`src/hdl/pwmhex_pkg.sv`:
```
// Shared constants and types for the PWM hex command parser.
package pwmhex_pkg;

	localparam int CHANNELS = 8;
	localparam int CHAN_W = 3;
	localparam int QDEPTH = 2;
	localparam int QPTR_W = (QDEPTH > 1) ? $clog2(QDEPTH) : 1;
	localparam int QCNT_W = $clog2(QDEPTH + 1);
	localparam int STEP_W = 3;

	localparam logic [7:0] CH_SYNC  = 8'h23;  // '#'
	localparam logic [7:0] CH_ZERO  = 8'h30;  // '0'
	localparam logic [7:0] CH_NINE  = 8'h39;  // '9'
	localparam logic [7:0] CH_COLON = 8'h3A;  // ':'
	localparam logic [7:0] CH_UA    = 8'h41;  // 'A'
	localparam logic [7:0] CH_UF    = 8'h46;  // 'F'
	localparam logic [7:0] CH_LA    = 8'h61;  // 'a'
	localparam logic [7:0] CH_LZ    = 8'h7A;  // 'z'
	localparam logic [7:0] CH_O     = 8'h4F;
	localparam logic [7:0] CH_K     = 8'h4B;
	localparam logic [7:0] CH_E     = 8'h45;
	localparam logic [7:0] CH_R     = 8'h52;
	localparam logic [7:0] CH_CR    = 8'h0D;
	localparam logic [7:0] CH_LF    = 8'h0A;
	localparam logic [7:0] CASE_OFS = 8'h20;
	localparam logic [7:0] HEX_GAP  = 8'h07;

	// descriptor kinds
	localparam logic [1:0] KIND_ECHO = 2'd0;
	localparam logic [1:0] KIND_OK   = 2'd1;
	localparam logic [1:0] KIND_ERR  = 2'd2;

	// last step of each reply
	localparam logic [STEP_W-1:0] STEP_OK_LAST  = 3'd5;
	localparam logic [STEP_W-1:0] STEP_ERR_LAST = 3'd6;

	typedef struct packed {
		logic [1:0]        kind;
		logic [7:0]        echo;
		logic [CHAN_W-1:0] chan;
		logic [7:0]        value;
	} desc_t;

endpackage

```
`src/hdl/pwmhex_front.sv`:
```
// Front end: parses received bytes and queues transmit descriptors.
module pwmhex_front
	import pwmhex_pkg::*;
(
	input  logic       clk,
	input  logic       arst_n,
	input  logic       rx_valid,
	output logic       rx_ready,
	input  logic [7:0] rx_byte,
	input  logic       q_full,
	output logic       q_push,
	output desc_t      q_data
);

	localparam logic [1:0] PH_SYNC = 2'd0;
	localparam logic [1:0] PH_CHAN = 2'd1;
	localparam logic [1:0] PH_HIGH = 2'd2;
	localparam logic [1:0] PH_LOW  = 2'd3;

	logic [1:0]        phase_q;
	logic              err_q;
	logic [CHAN_W-1:0] chan_q;
	logic [3:0]        upper_q;

	logic              accept;
	logic [7:0]        c_up;
	logic              c_hex;
	logic [7:0]        c_adj;
	logic [3:0]        nib;
	logic [7:0]        chan_off;
	logic              chan_bad;

	assign rx_ready = !q_full;
	assign accept   = rx_valid && rx_ready;

	always_comb begin
		c_up     = ((rx_byte >= CH_LA) && (rx_byte <= CH_LZ)) ? rx_byte - CASE_OFS : rx_byte;
		c_hex    = ((c_up >= CH_ZERO) && (c_up <= CH_NINE)) ||
		           ((c_up >= CH_UA) && (c_up <= CH_UF));
		c_adj    = (c_up > CH_NINE) ? c_up - HEX_GAP : c_up;
		nib      = c_adj[3:0];  // '0' has a zero low nibble
		chan_off = rx_byte - CH_ZERO;
		chan_bad = (chan_off >= 8'(CHANNELS));
	end

	always_comb begin
		q_push = 1'b0;
		q_data = '{kind: KIND_ECHO, echo: rx_byte, chan: chan_q, value: {upper_q, nib}};
		unique case (phase_q)
			PH_SYNC: begin
				q_push = accept && (rx_byte == CH_SYNC);
			end
			PH_CHAN: begin
				q_push = accept;
			end
			PH_HIGH: begin
				q_push      = accept;
				q_data.echo = c_up;
			end
			PH_LOW: begin
				q_push      = accept;
				q_data.echo = c_up;
				q_data.kind = (err_q || !c_hex) ? KIND_ERR : KIND_OK;
			end
			default: begin
				q_push = 1'b0;
			end
		endcase
	end

	always_ff @(posedge clk or negedge arst_n) begin
		if (!arst_n) begin
			phase_q <= PH_SYNC;
			err_q   <= 1'b0;
			chan_q  <= '0;
			upper_q <= '0;
		end else if (accept) begin
			unique case (phase_q)
				PH_SYNC: begin
					if (rx_byte == CH_SYNC) begin
						phase_q <= PH_CHAN;
						err_q   <= 1'b0;
					end
				end
				PH_CHAN: begin
					phase_q <= PH_HIGH;
					chan_q  <= chan_off[CHAN_W-1:0];
					if (chan_bad)
						err_q <= 1'b1;
				end
				PH_HIGH: begin
					phase_q <= PH_LOW;
					upper_q <= c_hex ? nib : 4'd0;
					if (!c_hex)
						err_q <= 1'b1;
				end
				PH_LOW: begin
					phase_q <= PH_SYNC;
					err_q   <= 1'b0;
				end
				default: begin
					phase_q <= PH_SYNC;
				end
			endcase
		end
	end

endmodule

```
`src/hdl/pwmhex_queue.sv`:
```
// Small descriptor FIFO between the parser front end and the reply sequencer.
module pwmhex_queue
	import pwmhex_pkg::*;
(
	input  logic  clk,
	input  logic  arst_n,
	input  logic  push,
	input  desc_t push_data,
	output logic  full,
	input  logic  pop,
	output logic  empty,
	output desc_t pop_data
);

	desc_t             entries_q [QDEPTH];
	logic [QPTR_W-1:0] wr_ptr_q;
	logic [QPTR_W-1:0] rd_ptr_q;
	logic [QCNT_W-1:0] count_q;
	logic              do_push;
	logic              do_pop;

	assign full     = (count_q == QCNT_W'(QDEPTH));
	assign empty    = (count_q == '0);
	assign pop_data = entries_q[rd_ptr_q];
	assign do_push  = push && !full;
	assign do_pop   = pop && !empty;

	always_ff @(posedge clk) begin
		if (do_push)
			entries_q[wr_ptr_q] <= push_data;
	end

	always_ff @(posedge clk or negedge arst_n) begin
		if (!arst_n) begin
			wr_ptr_q <= '0;
			rd_ptr_q <= '0;
			count_q  <= '0;
		end else begin
			if (do_push)
				wr_ptr_q <= (wr_ptr_q == QPTR_W'(QDEPTH - 1)) ? '0 : wr_ptr_q + 1'b1;
			if (do_pop)
				rd_ptr_q <= (rd_ptr_q == QPTR_W'(QDEPTH - 1)) ? '0 : rd_ptr_q + 1'b1;
			if (do_push && !do_pop)
				count_q <= count_q + 1'b1;
			else if (do_pop && !do_push)
				count_q <= count_q - 1'b1;
		end
	end

	a_count_bound: assert property (@(posedge clk) disable iff (!arst_n)
		count_q <= QCNT_W'(QDEPTH))
		else $error("queue count over depth");

endmodule

```
`src/hdl/pwmhex_back.sv`:
```
// Back end: expands descriptors into transmit characters, one per transaction.
module pwmhex_back
	import pwmhex_pkg::*;
(
	input  logic              clk,
	input  logic              arst_n,
	input  logic              q_empty,
	input  desc_t             q_data,
	output logic              q_pop,
	output logic              tx_valid,
	input  logic              tx_ready,
	output logic [7:0]        tx_byte,
	output logic              last,
	output logic              pwm_write,
	output logic [CHAN_W-1:0] pwm_channel,
	output logic [7:0]        pwm_value
);

	desc_t             desc_q;
	logic              busy_q;
	logic [STEP_W-1:0] step_q;
	logic              done;

	assign tx_valid = busy_q;
	assign done     = busy_q && tx_ready && last;
	assign q_pop    = !q_empty && (!busy_q || done);

	always_comb begin
		tx_byte = desc_q.echo;
		unique case (desc_q.kind)
			KIND_OK: begin
				unique case (step_q)
					3'd1:    tx_byte = CH_COLON;
					3'd2:    tx_byte = CH_O;
					3'd3:    tx_byte = CH_K;
					3'd4:    tx_byte = CH_CR;
					3'd5:    tx_byte = CH_LF;
					default: tx_byte = desc_q.echo;
				endcase
			end
			KIND_ERR: begin
				unique case (step_q)
					3'd1:    tx_byte = CH_COLON;
					3'd2:    tx_byte = CH_E;
					3'd3:    tx_byte = CH_R;
					3'd4:    tx_byte = CH_R;
					3'd5:    tx_byte = CH_CR;
					3'd6:    tx_byte = CH_LF;
					default: tx_byte = desc_q.echo;
				endcase
			end
			default: tx_byte = desc_q.echo;
		endcase
	end

	always_comb begin
		unique case (desc_q.kind)
			KIND_OK:  last = (step_q == STEP_OK_LAST);
			KIND_ERR: last = (step_q == STEP_ERR_LAST);
			default:  last = 1'b1;
		endcase
		pwm_write   = (desc_q.kind == KIND_OK) && (step_q == STEP_OK_LAST);
		pwm_channel = pwm_write ? desc_q.chan : '0;
		pwm_value   = pwm_write ? desc_q.value : '0;
	end

	always_ff @(posedge clk) begin
		if (q_pop)
			desc_q <= q_data;
	end

	always_ff @(posedge clk or negedge arst_n) begin
		if (!arst_n) begin
			busy_q <= 1'b0;
			step_q <= '0;
		end else if (q_pop) begin
			busy_q <= 1'b1;
			step_q <= '0;
		end else if (done) begin
			busy_q <= 1'b0;
		end else if (busy_q && tx_ready) begin
			step_q <= step_q + 1'b1;
		end
	end

	a_hold_reply: assert property (@(posedge clk) disable iff (!arst_n)
		tx_valid && tx_ready && !last |=> tx_valid)
		else $error("reply cut short");

	a_write_at_end: assert property (@(posedge clk) disable iff (!arst_n)
		tx_valid && pwm_write |-> last && (tx_byte == CH_LF))
		else $error("write reported off the final LF");

	a_step_bound: assert property (@(posedge clk) disable iff (!arst_n)
		busy_q |-> step_q <= STEP_ERR_LAST)
		else $error("reply step out of range");

endmodule

```
`src/hdl/pwm_hex_command_parser.sv`:
```
// PWM hex command parser: echoes '#', channel digit and two hex nibbles, then
// answers ":OK" or ":ERR" with CR LF and reports accepted width writes. A received
// byte is taken whenever the two-entry descriptor queue has room; the transmit
// side sends one character per cycle while tx_ready is high, so an echo-only byte
// is one character and the final nibble expands to 6 (OK) or 7 (ERR) characters.
// Sustained command rate is set by the transmit sequencer draining each reply.
// The channel width registers live downstream, loaded on pwm_write.
module pwm_hex_command_parser
	import pwmhex_pkg::*;
(
	input  logic              clk,
	input  logic              arst_n,
	input  logic              rx_valid,
	output logic              rx_ready,
	input  logic [7:0]        rx_byte,
	output logic              tx_valid,
	input  logic              tx_ready,
	output logic [7:0]        tx_byte,
	output logic              last,
	output logic              pwm_write,
	output logic [CHAN_W-1:0] pwm_channel,
	output logic [7:0]        pwm_value
);

	logic  q_push;
	logic  q_full;
	logic  q_pop;
	logic  q_empty;
	desc_t q_wdata;
	desc_t q_rdata;

	pwmhex_front u_front (
		.clk      (clk),
		.arst_n   (arst_n),
		.rx_valid (rx_valid),
		.rx_ready (rx_ready),
		.rx_byte  (rx_byte),
		.q_full   (q_full),
		.q_push   (q_push),
		.q_data   (q_wdata)
	);

	pwmhex_queue u_queue (
		.clk       (clk),
		.arst_n    (arst_n),
		.push      (q_push),
		.push_data (q_wdata),
		.full      (q_full),
		.pop       (q_pop),
		.empty     (q_empty),
		.pop_data  (q_rdata)
	);

	pwmhex_back u_back (
		.clk         (clk),
		.arst_n      (arst_n),
		.q_empty     (q_empty),
		.q_data      (q_rdata),
		.q_pop       (q_pop),
		.tx_valid    (tx_valid),
		.tx_ready    (tx_ready),
		.tx_byte     (tx_byte),
		.last        (last),
		.pwm_write   (pwm_write),
		.pwm_channel (pwm_channel),
		.pwm_value   (pwm_value)
	);

endmodule

```
`config.mk`:
```
export PLATFORM = sky130hd
export DESIGN_NAME = pwm_hex_command_parser
export DESIGN_NICKNAME = d
export VERILOG_FILES = /design/src/hdl/pwmhex_pkg.sv /design/src/hdl/pwmhex_front.sv /design/src/hdl/pwmhex_queue.sv /design/src/hdl/pwmhex_back.sv /design/src/hdl/pwm_hex_command_parser.sv
export SDC_FILE = /design/constraint.sdc
export NUM_CORES = 1
export LEC_CHECK = 0
export BUFFER_PORTS_ARGS = -buffer_cell sky130_fd_sc_hd__buf_4
export CAP_MARGIN = 15
export CELL_PAD_IN_SITES_DETAIL_PLACEMENT = 0
export CELL_PAD_IN_SITES_GLOBAL_PLACEMENT = 1
export CORE_ASPECT_RATIO = 0.6
export CORE_MARGIN = 2
export CORE_UTILIZATION = 40
export DETAILED_ROUTE_END_ITERATION = 16
export PLACE_DENSITY = 0.78
export SLEW_MARGIN = 20
export SYNTH_ARGS = -nofsm -noshare
export SYNTH_HDL_FRONTEND = slang
export SYNTH_SLANG_ARGS = --single-unit
```
`constraint.sdc`:
```
create_clock -name clk -period 6 [get_ports clk]
set_input_delay 1.2 -clock clk [delete_from_list [all_inputs] [get_ports clk]]
set_output_delay 1.2 -clock clk [all_outputs]
set_load 0.005 [all_outputs]
```
== Word level (Yosys, flattened, before mapping) ==
Memories as Yosys holds them, arrays and structs flattened. A register that Yosys moved wholly into a read port is not among the register bits.
Index checks and enable logic that the tools add are counted.

* Memory bits (writable): 42
* Bits in registers: 18
* Output and inout bits: 23
* Memories: 1
* Word-level logic and storage cells: 108
* Input port bits: 12

* Reductions and logical operators: 35
* Eq/ne operators: 17
* Add/sub/neg operators: 8
* Multiplexer cells: 30
* Order comparisons: 8

{| class="wikitable"
|+ Memory list
! memory !! words !! width !! rd ports !! clocked after Yosys merged registers in !! wr ports !! RTL line !! source
|-
| u_queue.entries_q || 2 || 21 || 1 || 1 || 1 || pwmhex_queue.sv:15 || <nowiki>desc_t entries_q [QDEPTH];</nowiki>
|}

{| class="wikitable"
|+ Operator list
! operator !! count
|-
| $pmux 8 s5 || 2
|-
| $mux 8 || 3
|-
| $ge 8x7->1 const B || 2
|-
| $le 8x7->1 const B || 2
|-
| $pmux 8 s2 || 1
|-
| $sub 8x6->8 const B || 2
|-
| $logic_and 1x1->1 || 13
|-
| $mux 3 || 4
|-
| $mux 2 || 5
|-
| $eq 3x3->1 const B || 3
|-
| $mux 1 || 9
|-
| $eq 2x2->1 const B || 4
|-
| $eq 8x6->1 const B || 1
|-
| $ge 8x4->1 const B || 1
|-
| $ge 8x6->1 const B || 1
|-
| $gt 8x6->1 const B || 1
|-
| $le 8x6->1 const B || 1
|-
| $mux 4 || 2
|-
| $pmux 2 s4 || 1
|-
| $reduce_and 2->1 || 4
|-
| $eq 3x2->1 const B || 2
|-
| $logic_not 1->1 || 6
|-
| $reduce_bool 2->1 || 3
|-
| $eq 2x1->1 const B || 2
|-
| 15 further kinds || 23
|}

== Longest topological paths before layout ==
Gate-level depths: netlist of run 1.

* Word-level depth: 10
* Gate-level depth with buffers: 13
* Mapped depth without buffers: 12

== Cells and area by module ==
A second synthesis of run 1 with hierarchy kept.

* Cells, all modules: 328
* Area total of the unflattened synthesis: 4,206.5 µm²

{| class="wikitable"
|+ Modules (own cells, without submodules)
! module !! cells each !! sequential area each (µm²) !! area each (µm²) !! instances
|-
| pwmhex_queue || 84 || 1,361.3 || 1,798.0 || 1
|-
| pwmhex_back || 123 || 730.7 || 1,366.3 || 1
|-
| pwmhex_front || 121 || 250.2 || 1,042.2 || 1
|}

== Worst setup path after synthesis of run 1 ==
OpenSTA, ideal clock, no wires.

* Path type: input to register
* Start: input port rx_byte[3]
* End: memory u_queue.entries_q[0][0] (netlist bit) (enable)
* Required time: 5.599 ns
* Data arrival time: 3.081 ns
* Setup slack: 2.518 ns
* Stages on the path: 5
* Buffers on the path: 1
* Library setup time: 0.401 ns
* Cell sequence: clkbuf_1 nor3_2 nand4_1 a21oi_2 nor2b_1

* Cells in the longest elaborated chain, start to end: 6

{| class="wikitable"
|+ Ends and longest elaborated chain
! item !! RTL line !! source
|-
| from (decl) || pwm_hex_command_parser.sv:15 || <nowiki>input logic [7:0] rx_byte,</nowiki>
|-
| $eq 8x6->1 || pwmhex_front.sv:51 || <nowiki>q_push = accept && (rx_byte == CH_SYNC);</nowiki>
|-
| $logic_and 1x1->1 || pwmhex_front.sv:51 ||
|-
| $pmux 1 s2 || pwmhex_front.sv:49 || <nowiki>unique case (phase_q)</nowiki>
|-
| $logic_and 1x1->1 || pwmhex_queue.sv:25 || <nowiki>assign do_push = push && !full;</nowiki>
|-
| named net u_queue.do_push || pwmhex_queue.sv:19 || <nowiki>logic do_push;</nowiki>
|-
| $mux 1 || pwmhex_queue.sv:29 || <nowiki>if (do_push)</nowiki>
|-
| $mux 1 (not written as such) || pwmhex_queue.sv:30 || <nowiki>entries_q[wr_ptr_q] <= push_data;</nowiki>
|-
| to (decl) || pwmhex_queue.sv:15 ||
|}

The timed path passes the listed nets, and every way through them passes these cells.

== Final worst setup path of run 1 ==
* Start: register u_back.step_q[2]
* End: output port tx_byte[6]

* Cells in the longest elaborated chain, start to end: 4
* Elaborated cells on any way between the ends: 10
* Those cells by class: eq/ne (6); mux (3); reduce/logical (1)

{| class="wikitable"
|+ Ends and longest elaborated chain
! item !! RTL line !! source
|-
| from (decl) || pwmhex_back.sv:21 || <nowiki>logic [STEP_W-1:0] step_q;</nowiki>
|-
| from (signal assigned) || pwmhex_back.sv:82 || <nowiki>step_q <= step_q + 1'b1;</nowiki>
|-
| $eq 3x2->1 or $eq 3x3->1 (tied branches) || pwmhex_back.sv:32, pwmhex_back.sv:42 ||
|-
| $reduce_or 2->1 (no source line) || - ||
|-
| $pmux 8 s5 || pwmhex_back.sv:42 || <nowiki>unique case (step_q)</nowiki>
|-
| $pmux 8 s2 * || pwmhex_back.sv:30 || <nowiki>unique case (desc_q.kind)</nowiki>
|-
| to (decl) || pwm_hex_command_parser.sv:18 || <nowiki>output logic [7:0] tx_byte,</nowiki>
|}

Mark *: on every way between the ends. The rest lies on a longest branch, timed or not.

==> metrics.cfg, run 1 <==
[detailed_routing]
finalWirelength_mm = 7.91
drt-pass1-iter-count = 4
antenna_left = 0
drc = 0
vias = 2474
wl_per_cell_um = 16.1
avgViaCountPerCell = 5.03
drt_iter0_drc = 231

[job]
cap_violations = 0

[cells_and_area]
final_util_pct = 48.3
area_growth_pct = 17.8
fillers = 885
antennaDiodeCount = 0
drive_above_1_share_pct = 24.1
final_cell_area_um2 = 4740
nets = 384

[power]
p_leak_nw = 1.88
finalPower_mw = 2.43
power_density_nw_per_um2 = 512
ir_drop_mv = 0.221

[floorplan]
initial_core_util_pct = 41.0
num_rows = 28
dieWidth_um = 133
die_area_um2 = 10900
coreArea_um2 = 9810
io_pins = 35
die_y_um = 81.7

[clock_tree]
cts-resized-gates = 0
cts.htree.levels = 3
cts_made_buffers = 9
cts_setup_buffers = 0
ctsHoldBuffers = 0
clock_latency_ns = 0.34
clkTransAtPathRegs_ns = 0.06
ctsLongestPathBuffers = 2
cts_tree = done
cts.sinks = 81
cts-root-buf = clkbuf_16

[setup_path]
cp-start-kind = flop
end_kind = output pin
cp_max_fo = 15
cp.arrival_ns = 2.47
path_class = flop to output pin
worst_ep_required_time_ns = 4.80

[global_route]
grt_max_degree = 26
grt-ovfl-total = 0
grt_pass1_wl_mm = 13.1
grt_usage_pct = 16.1
first_global_vias = 2438
grt_antenna_before_repair = 0

[sta]
period_needed_ns = 3.67
worst_pin_slew_ns = 1.06
hold_ws_ns = 0.477
relSlewSlack_pct = 29.1
hold_viol = 0
final.period_utilization_pct = 61.2
finalSetupViolations = 0
setup-tns-final_ns = 0
fmax_mhz = 272
clock_skew_ns = 0.00644
maxSlewViolCount = 0
rsz0062_at_grt = no

[worst_hold_path]
hp-class = flop to flop

[place]
gp_congestion = 0.831
port_buffers = 34
placed_cell_area_um2 = 4400
hpwlAfterDp_mm = 5.55

[synth]
synth.distinct_cells = 57
synth_fp_nets = 350
netlist_instances = 318
ys_seq_area_share_pct = 58.2
synth_area_per_cell_um2 = 12.7
syn_area_um2 = 4020
synth-seq-cells = 81
yosysTopAreaCell = edfxtp_1
synth_top_area_share_pct = 47.0
synthArstFlopShare_pct = 22.2
ys.flop_type = edfxtp_1
yosys_warnings = 0
synthTopCellsByArea = edfxtp_1 (47%), dfrtp_1 (11%), ha_1 (6.2%)
synth_edf_count = 63

[outcome]
status = completed

## flip-flops by register name, indices dropped and copies added (netlist names)
register,cells
u_queue.entries_q,42
u_queue.count_q,2
u_queue.wr_ptr_q,1
u_front.chan_q,3
u_front.upper_q,4
u_front.phase_q,2
u_queue.rd_ptr_q,1
u_back.desc_q,21
u_back.step_q,3
u_back.tx_valid,1
u_front.err_q,1
## through the flow
stage          setup WS, ns  cells
2_1_floorplan          2.52    318
3_3_place_gp           2.63    476
4_1_cts                2.32    492
6_report               2.33    492
5_1_grt                2.08    492
3_5_place_dp           2.54    476
## cell usage after synthesis, types with 2 or more instances
cell type,n
and2_1,12
o21ai_1,6
nor3b_1,3
a21oi_2,2
o21ai_0,15
nand2_1,17
a211o_1,4
a31oi_1,2
nand4_1,3
buf_2,2
o21bai_1,3
nor3_1,2
a31o_2,2
mux2_2,22
dfrtp_1,18
nor2_1,13
and3_1,2
nand2b_1,5
inv_1,22
o2bb2ai_1,2
nand3_1,7
a21oi_1,6
a21o_1,2
buf_1,3
xor2_1,6
edfxtp_1,63
nor2b_1,7
a22oi_1,2
mux2i_1,5
ha_1,20
xnor2_1,5
clkbuf_1,7
o211ai_1,4
## final timing paths
| kind | startpoint | endpoint | slack [ns] | cells after the start |
|---|---|---|---|---|
| min in group asynchronous | arst_n | u_front.phase_q[1]$_DFFE_PN0P_ | 0.74 | 1 |
| max in group asynchronous | arst_n | u_front.upper_q[1]$_DFFE_PN0P_ | 5.03 | 1 |
| setup reg to reg | u_back.step_q[1]$_DFFE_PN0P_ | u_queue.count_q[1]$_DFFE_PN0P_ | 3.66 | 12 |
| hold / removal | u_front.chan_q[1]$_DFFE_PN0P_ | u_queue.entries_q[0][9]$_DFFE_PP_ | 0.48 | 0 |
| hold reg to reg | u_front.chan_q[1]$_DFFE_PN0P_ | u_queue.entries_q[0][9]$_DFFE_PP_ | 0.48 | 0 |
| setup / recovery | u_back.step_q[2]$_DFFE_PN0P_ | tx_byte[6] | 2.33 | 7 |
## power by group
part	leakage, nW	switching [mW]	internal, mW
clock	0.166	0.225	0.382
sequential	0.809	0.114	0.851
combinational	0.902	0.466	0.390
total	1.88	0.805	1.62
## worst max-delay path, stage by stage (launching register included)
cell	delay, ns
dfrtp_1	0.61
inv_1	0.16
ha_1	0.41
and2_0	0.40
o21ai_0	0.15
a22oi_1	0.14
o21ai_0	0.11
buf_4	0.16
## logic make-up (layout without fill, tap and decap cells)
| kind of cell | Yosys count | count (layout) | share of synthesized area [%] |
|---|---|---|---|
| AND/OR/NAND/NOR | 82 | 82 | 11.5 |
| XOR/XNOR | 11 | 11 | 2.39 |
| AO/OA/AOI/OAI | 61 | 61 | 10.5 |
| flip-flops | 81 | 81 | 58.2 |
| adder cells (fa/ha/maj) | 20 | 20 | 6.22 |
| multiplexers | 28 | 28 | 7.68 |
| buffers and inverters | 35 | 74 | 3.51 |
## final cells by class
type | count | area, um2 | share of cell area [%]
clock buffer | 10 | 239 | 5.04
clock inverter | 6 | 97.6 | 2.06
inverter | 22 | 82.6 | 1.74
multi-input combinational | 202 | 1540 | 32.5
sequential | 81 | 2340 | 49.4
tap | 135 | 169 | 3.56
timing repair buffer | 36 | 270 | 5.70
## per-layer routing
layer / global-route usage, % / share of wire (%) / routed length (um)
met1: 23.2 / 52 / 4090
met2: 23.1 / 42 / 3320
met3: 6.05 / 5.5 / 431
met4: 3.30 / 0.75 / 59
met5: 0 / 0 / 0
## layout by cell type (no fill, tap or decap), types with 6 or more instances in the layout
master     count
nor2_1        13
dfrtp_1       18
buf_4         36
o21ai_1        6
and2_1        12
nand3_1        7
o21ai_0       15
xor2_1         6
nand2_1       17
inv_1         22
mux2_2        22
nor2b_1        7
edfxtp_1      63
a21oi_1        6
clkbuf_16      9
ha_1          20
Note: power is estimated with default switching activity, not from simulation.
==> run 2: changes to the inputs <==
==> constraint.sdc (replaced) <==
create_clock -name clk -period 3.8 [get_ports clk]
set_input_delay 0.76 -clock clk [delete_from_list [all_inputs] [get_ports clk]]
set_output_delay 0.76 -clock clk [all_outputs]
set_load 0.005 [all_outputs]
==> run 2 against run 1 <==
Net effect:
- cell count up 0.20%
- via count increased by 2.5%
- sequential cell count stayed put
- sequential power rose by 58%
- critical endpoint unchanged
- first-iteration DRC count is 20% lower
- cell area is 0.55% lower
- utilization decreased by 0.27 points
- sequential share of layout area up 0.28 points
- routed wire length up 1.6%
- worst setup slack lost 1.8 ns
- largest power group unchanged
- critical path depth unchanged
==> metrics.cfg, run 2 (synthesis gave the netlist of run 1 again) <==
[outcome]
status = completed

[power]
finalPower_mw = 3.76
pwr-share-seq_pct = 40.5
switching_share_pct = 34.2
p_leak_nw = 1.86
switchingPower_mw = 1.29
power_frac_clock_pct = 23.3
power.internal_mw = 2.48
power_density_nw_per_um2 = 798
p_comb_share_pct = 36.2
ir_drop_mv = 0.309

[worst_hold_path]
hp-class = input port to asynchronous set/reset pin

[setup_path]
end_kind = output pin
slowest_delay_ns = 0.61
path_class = flop to output pin
path_common_cell = o21ai_0
worstRegToRegCells = 12
cp_max_fo = 15
worst_ep_required_time_ns = 3.04
critPathSlowestCell = dfrtp_1
cp.depth = 7
cp-start-kind = flop
crit_family = flip-flops
cp.arrival_ns = 2.52
worst-path-buf-inv = 2
path_cells = inv_1 > ha_1 > and2_0 > o21ai_0 > a22oi_1 > o21ai_0 > buf_4

[floorplan]
die_area_um2 = 10900
io_pins = 35
coreArea_um2 = 9810
initial_core_util_pct = 41.0
dieWidth_um = 133
num_rows = 28
die_y_um = 81.7

[cells_and_area]
nets = 385
antennaDiodeCount = 0
area_growth_pct = 17.2
largest_reg_flops = 42
fillers = 899
layout_commonest_cell = edfxtp_1
drive_above_1_share_pct = 24.0
final_cell_mix = edfxtp_1 (63), buf_4 (37), inv_1 (22), mux2_2 (22), ha_1 (20)
largest_registers = u_queue.entries_q (42), u_back.desc_q (21), u_front.upper_q (4)
final_util_pct = 48.1
final_cells = 493
top_register = u_queue.entries_q

[global_route]
use_met1_pct = 23.3
grt_pass1_wl_mm = 13.2
grt_usage_pct = 16.0
grt_util_met3_pct = 4.14
first_global_vias = 2498
grt_max_degree = 26
grt-ovfl-total = 0
use_met2_pct = 22.9
busiest_layer = met1
grt_antenna_before_repair = 0

[sta]
setup-tns-final_ns = 0
fmax_mhz = 305
clock_skew_ns = 0.00523
final.period_utilization_pct = 86.4
relSlewSlack_pct = 33.7
finalSetupViolations = 0
hold_viol = 0
maxSlewViolCount = 0
rsz0062_at_grt = no
period_needed_ns = 3.28
setup_ws_ns = 0.516
worst_pin_slew_ns = 0.995

[detailed_routing]
finalWirelength_mm = 8.03
drt_iter0_drc = 184
antenna_left = 0
avgViaCountPerCell = 5.14
drc = 0
vias = 2536
wl_per_cell_um = 16.3
drt-pass1-iter-count = 4

[clock_tree]
clock_latency_ns = 0.34
cts.sinks = 81
cts_made_buffers = 9
cts-root-buf = clkbuf_16
cts_setup_buffers = 0
clkTransAtPathRegs_ns = 0.06
ctsHoldBuffers = 0
cts_tree = done
cts-resized-gates = 0
ctsLongestPathBuffers = 2
cts.htree.levels = 3

[place]
port_buffers = 34
hpwlAfterDp_mm = 5.59
gp_congestion = 0.864
dp_slack_ns = 0.900
dp.cells = 477

[job]
cap_violations = 0

-- run 2: changes by cell type in the layout (fill, tap and decap cells not counted), sizes merged --
cell / previous run / this run
buf: 36 / 37
bufinv: 2 / 1
clkbuf: 10 / 9
clkinvlp: 0 / 2
-- run 2: metal layers --
metal | vias up | routed length [um]
met5 | - | 0
met4 | 0 | 127
met3 | 12 | 459
met2 | 63 | 3290
met1 | 1226 | 4160
li1 | 1235 | -
-- run 2: final timing paths --
| check | start | end | slack (ns) |
|---|---|---|---|
| worst max-delay path | u_back.step_q[2]$_DFFE_PN0P_ | tx_byte[6] | 0.52 |
| worst min-delay path | arst_n | u_queue.count_q[0]$_DFFE_PN0P_ | 0.31 |
| worst max register to register | u_back.step_q[1]$_DFFE_PN0P_ | u_queue.count_q[1]$_DFFE_PN0P_ | 1.43 |
| worst min register to register | u_front.chan_q[1]$_DFFE_PN0P_ | u_queue.entries_q[1][9]$_DFFE_PP_ | 0.47 |
| max in group asynchronous | arst_n | u_front.chan_q[1]$_DFFE_PN0P_ | 3.27 |
| min in group clk | u_front.chan_q[1]$_DFFE_PN0P_ | u_queue.entries_q[1][9]$_DFFE_PP_ | 0.47 |
-- run 2: final cells by class --
type                       instances  area [um2]  area share [%]
clock inverter                     7        77.6            1.65
inverter                          22        82.6            1.75
multi-input combinational        202        1540            32.7
tap                              135         169            3.58
sequential                        81        2340            49.7
clock buffer                       9         225            4.78
timing repair buffer              37         278            5.89
-- run 2: power groups by stage --
stage,Sequential [mW],Combinational [mW],Clock (mW)
global placement,1.53,1.34,0
finish,1.52,1.36,0.877
detailed placement,1.54,1.36,0
CTS,1.52,1.37,0.892
floorplan,1.45,0.957,0
global route,1.56,1.53,0.931
-- run 2: per-stage QoR --
step | hold WS [ns] | cell area, um2
3_5_place_dp | 0.456 | 4410
2_1_floorplan | 0.437 | 4020
3_3_place_gp | 0.448 | 4410
5_1_grt | 0.314 | 4710
6_report | 0.305 | 4710
4_1_cts | 0.307 | 4710
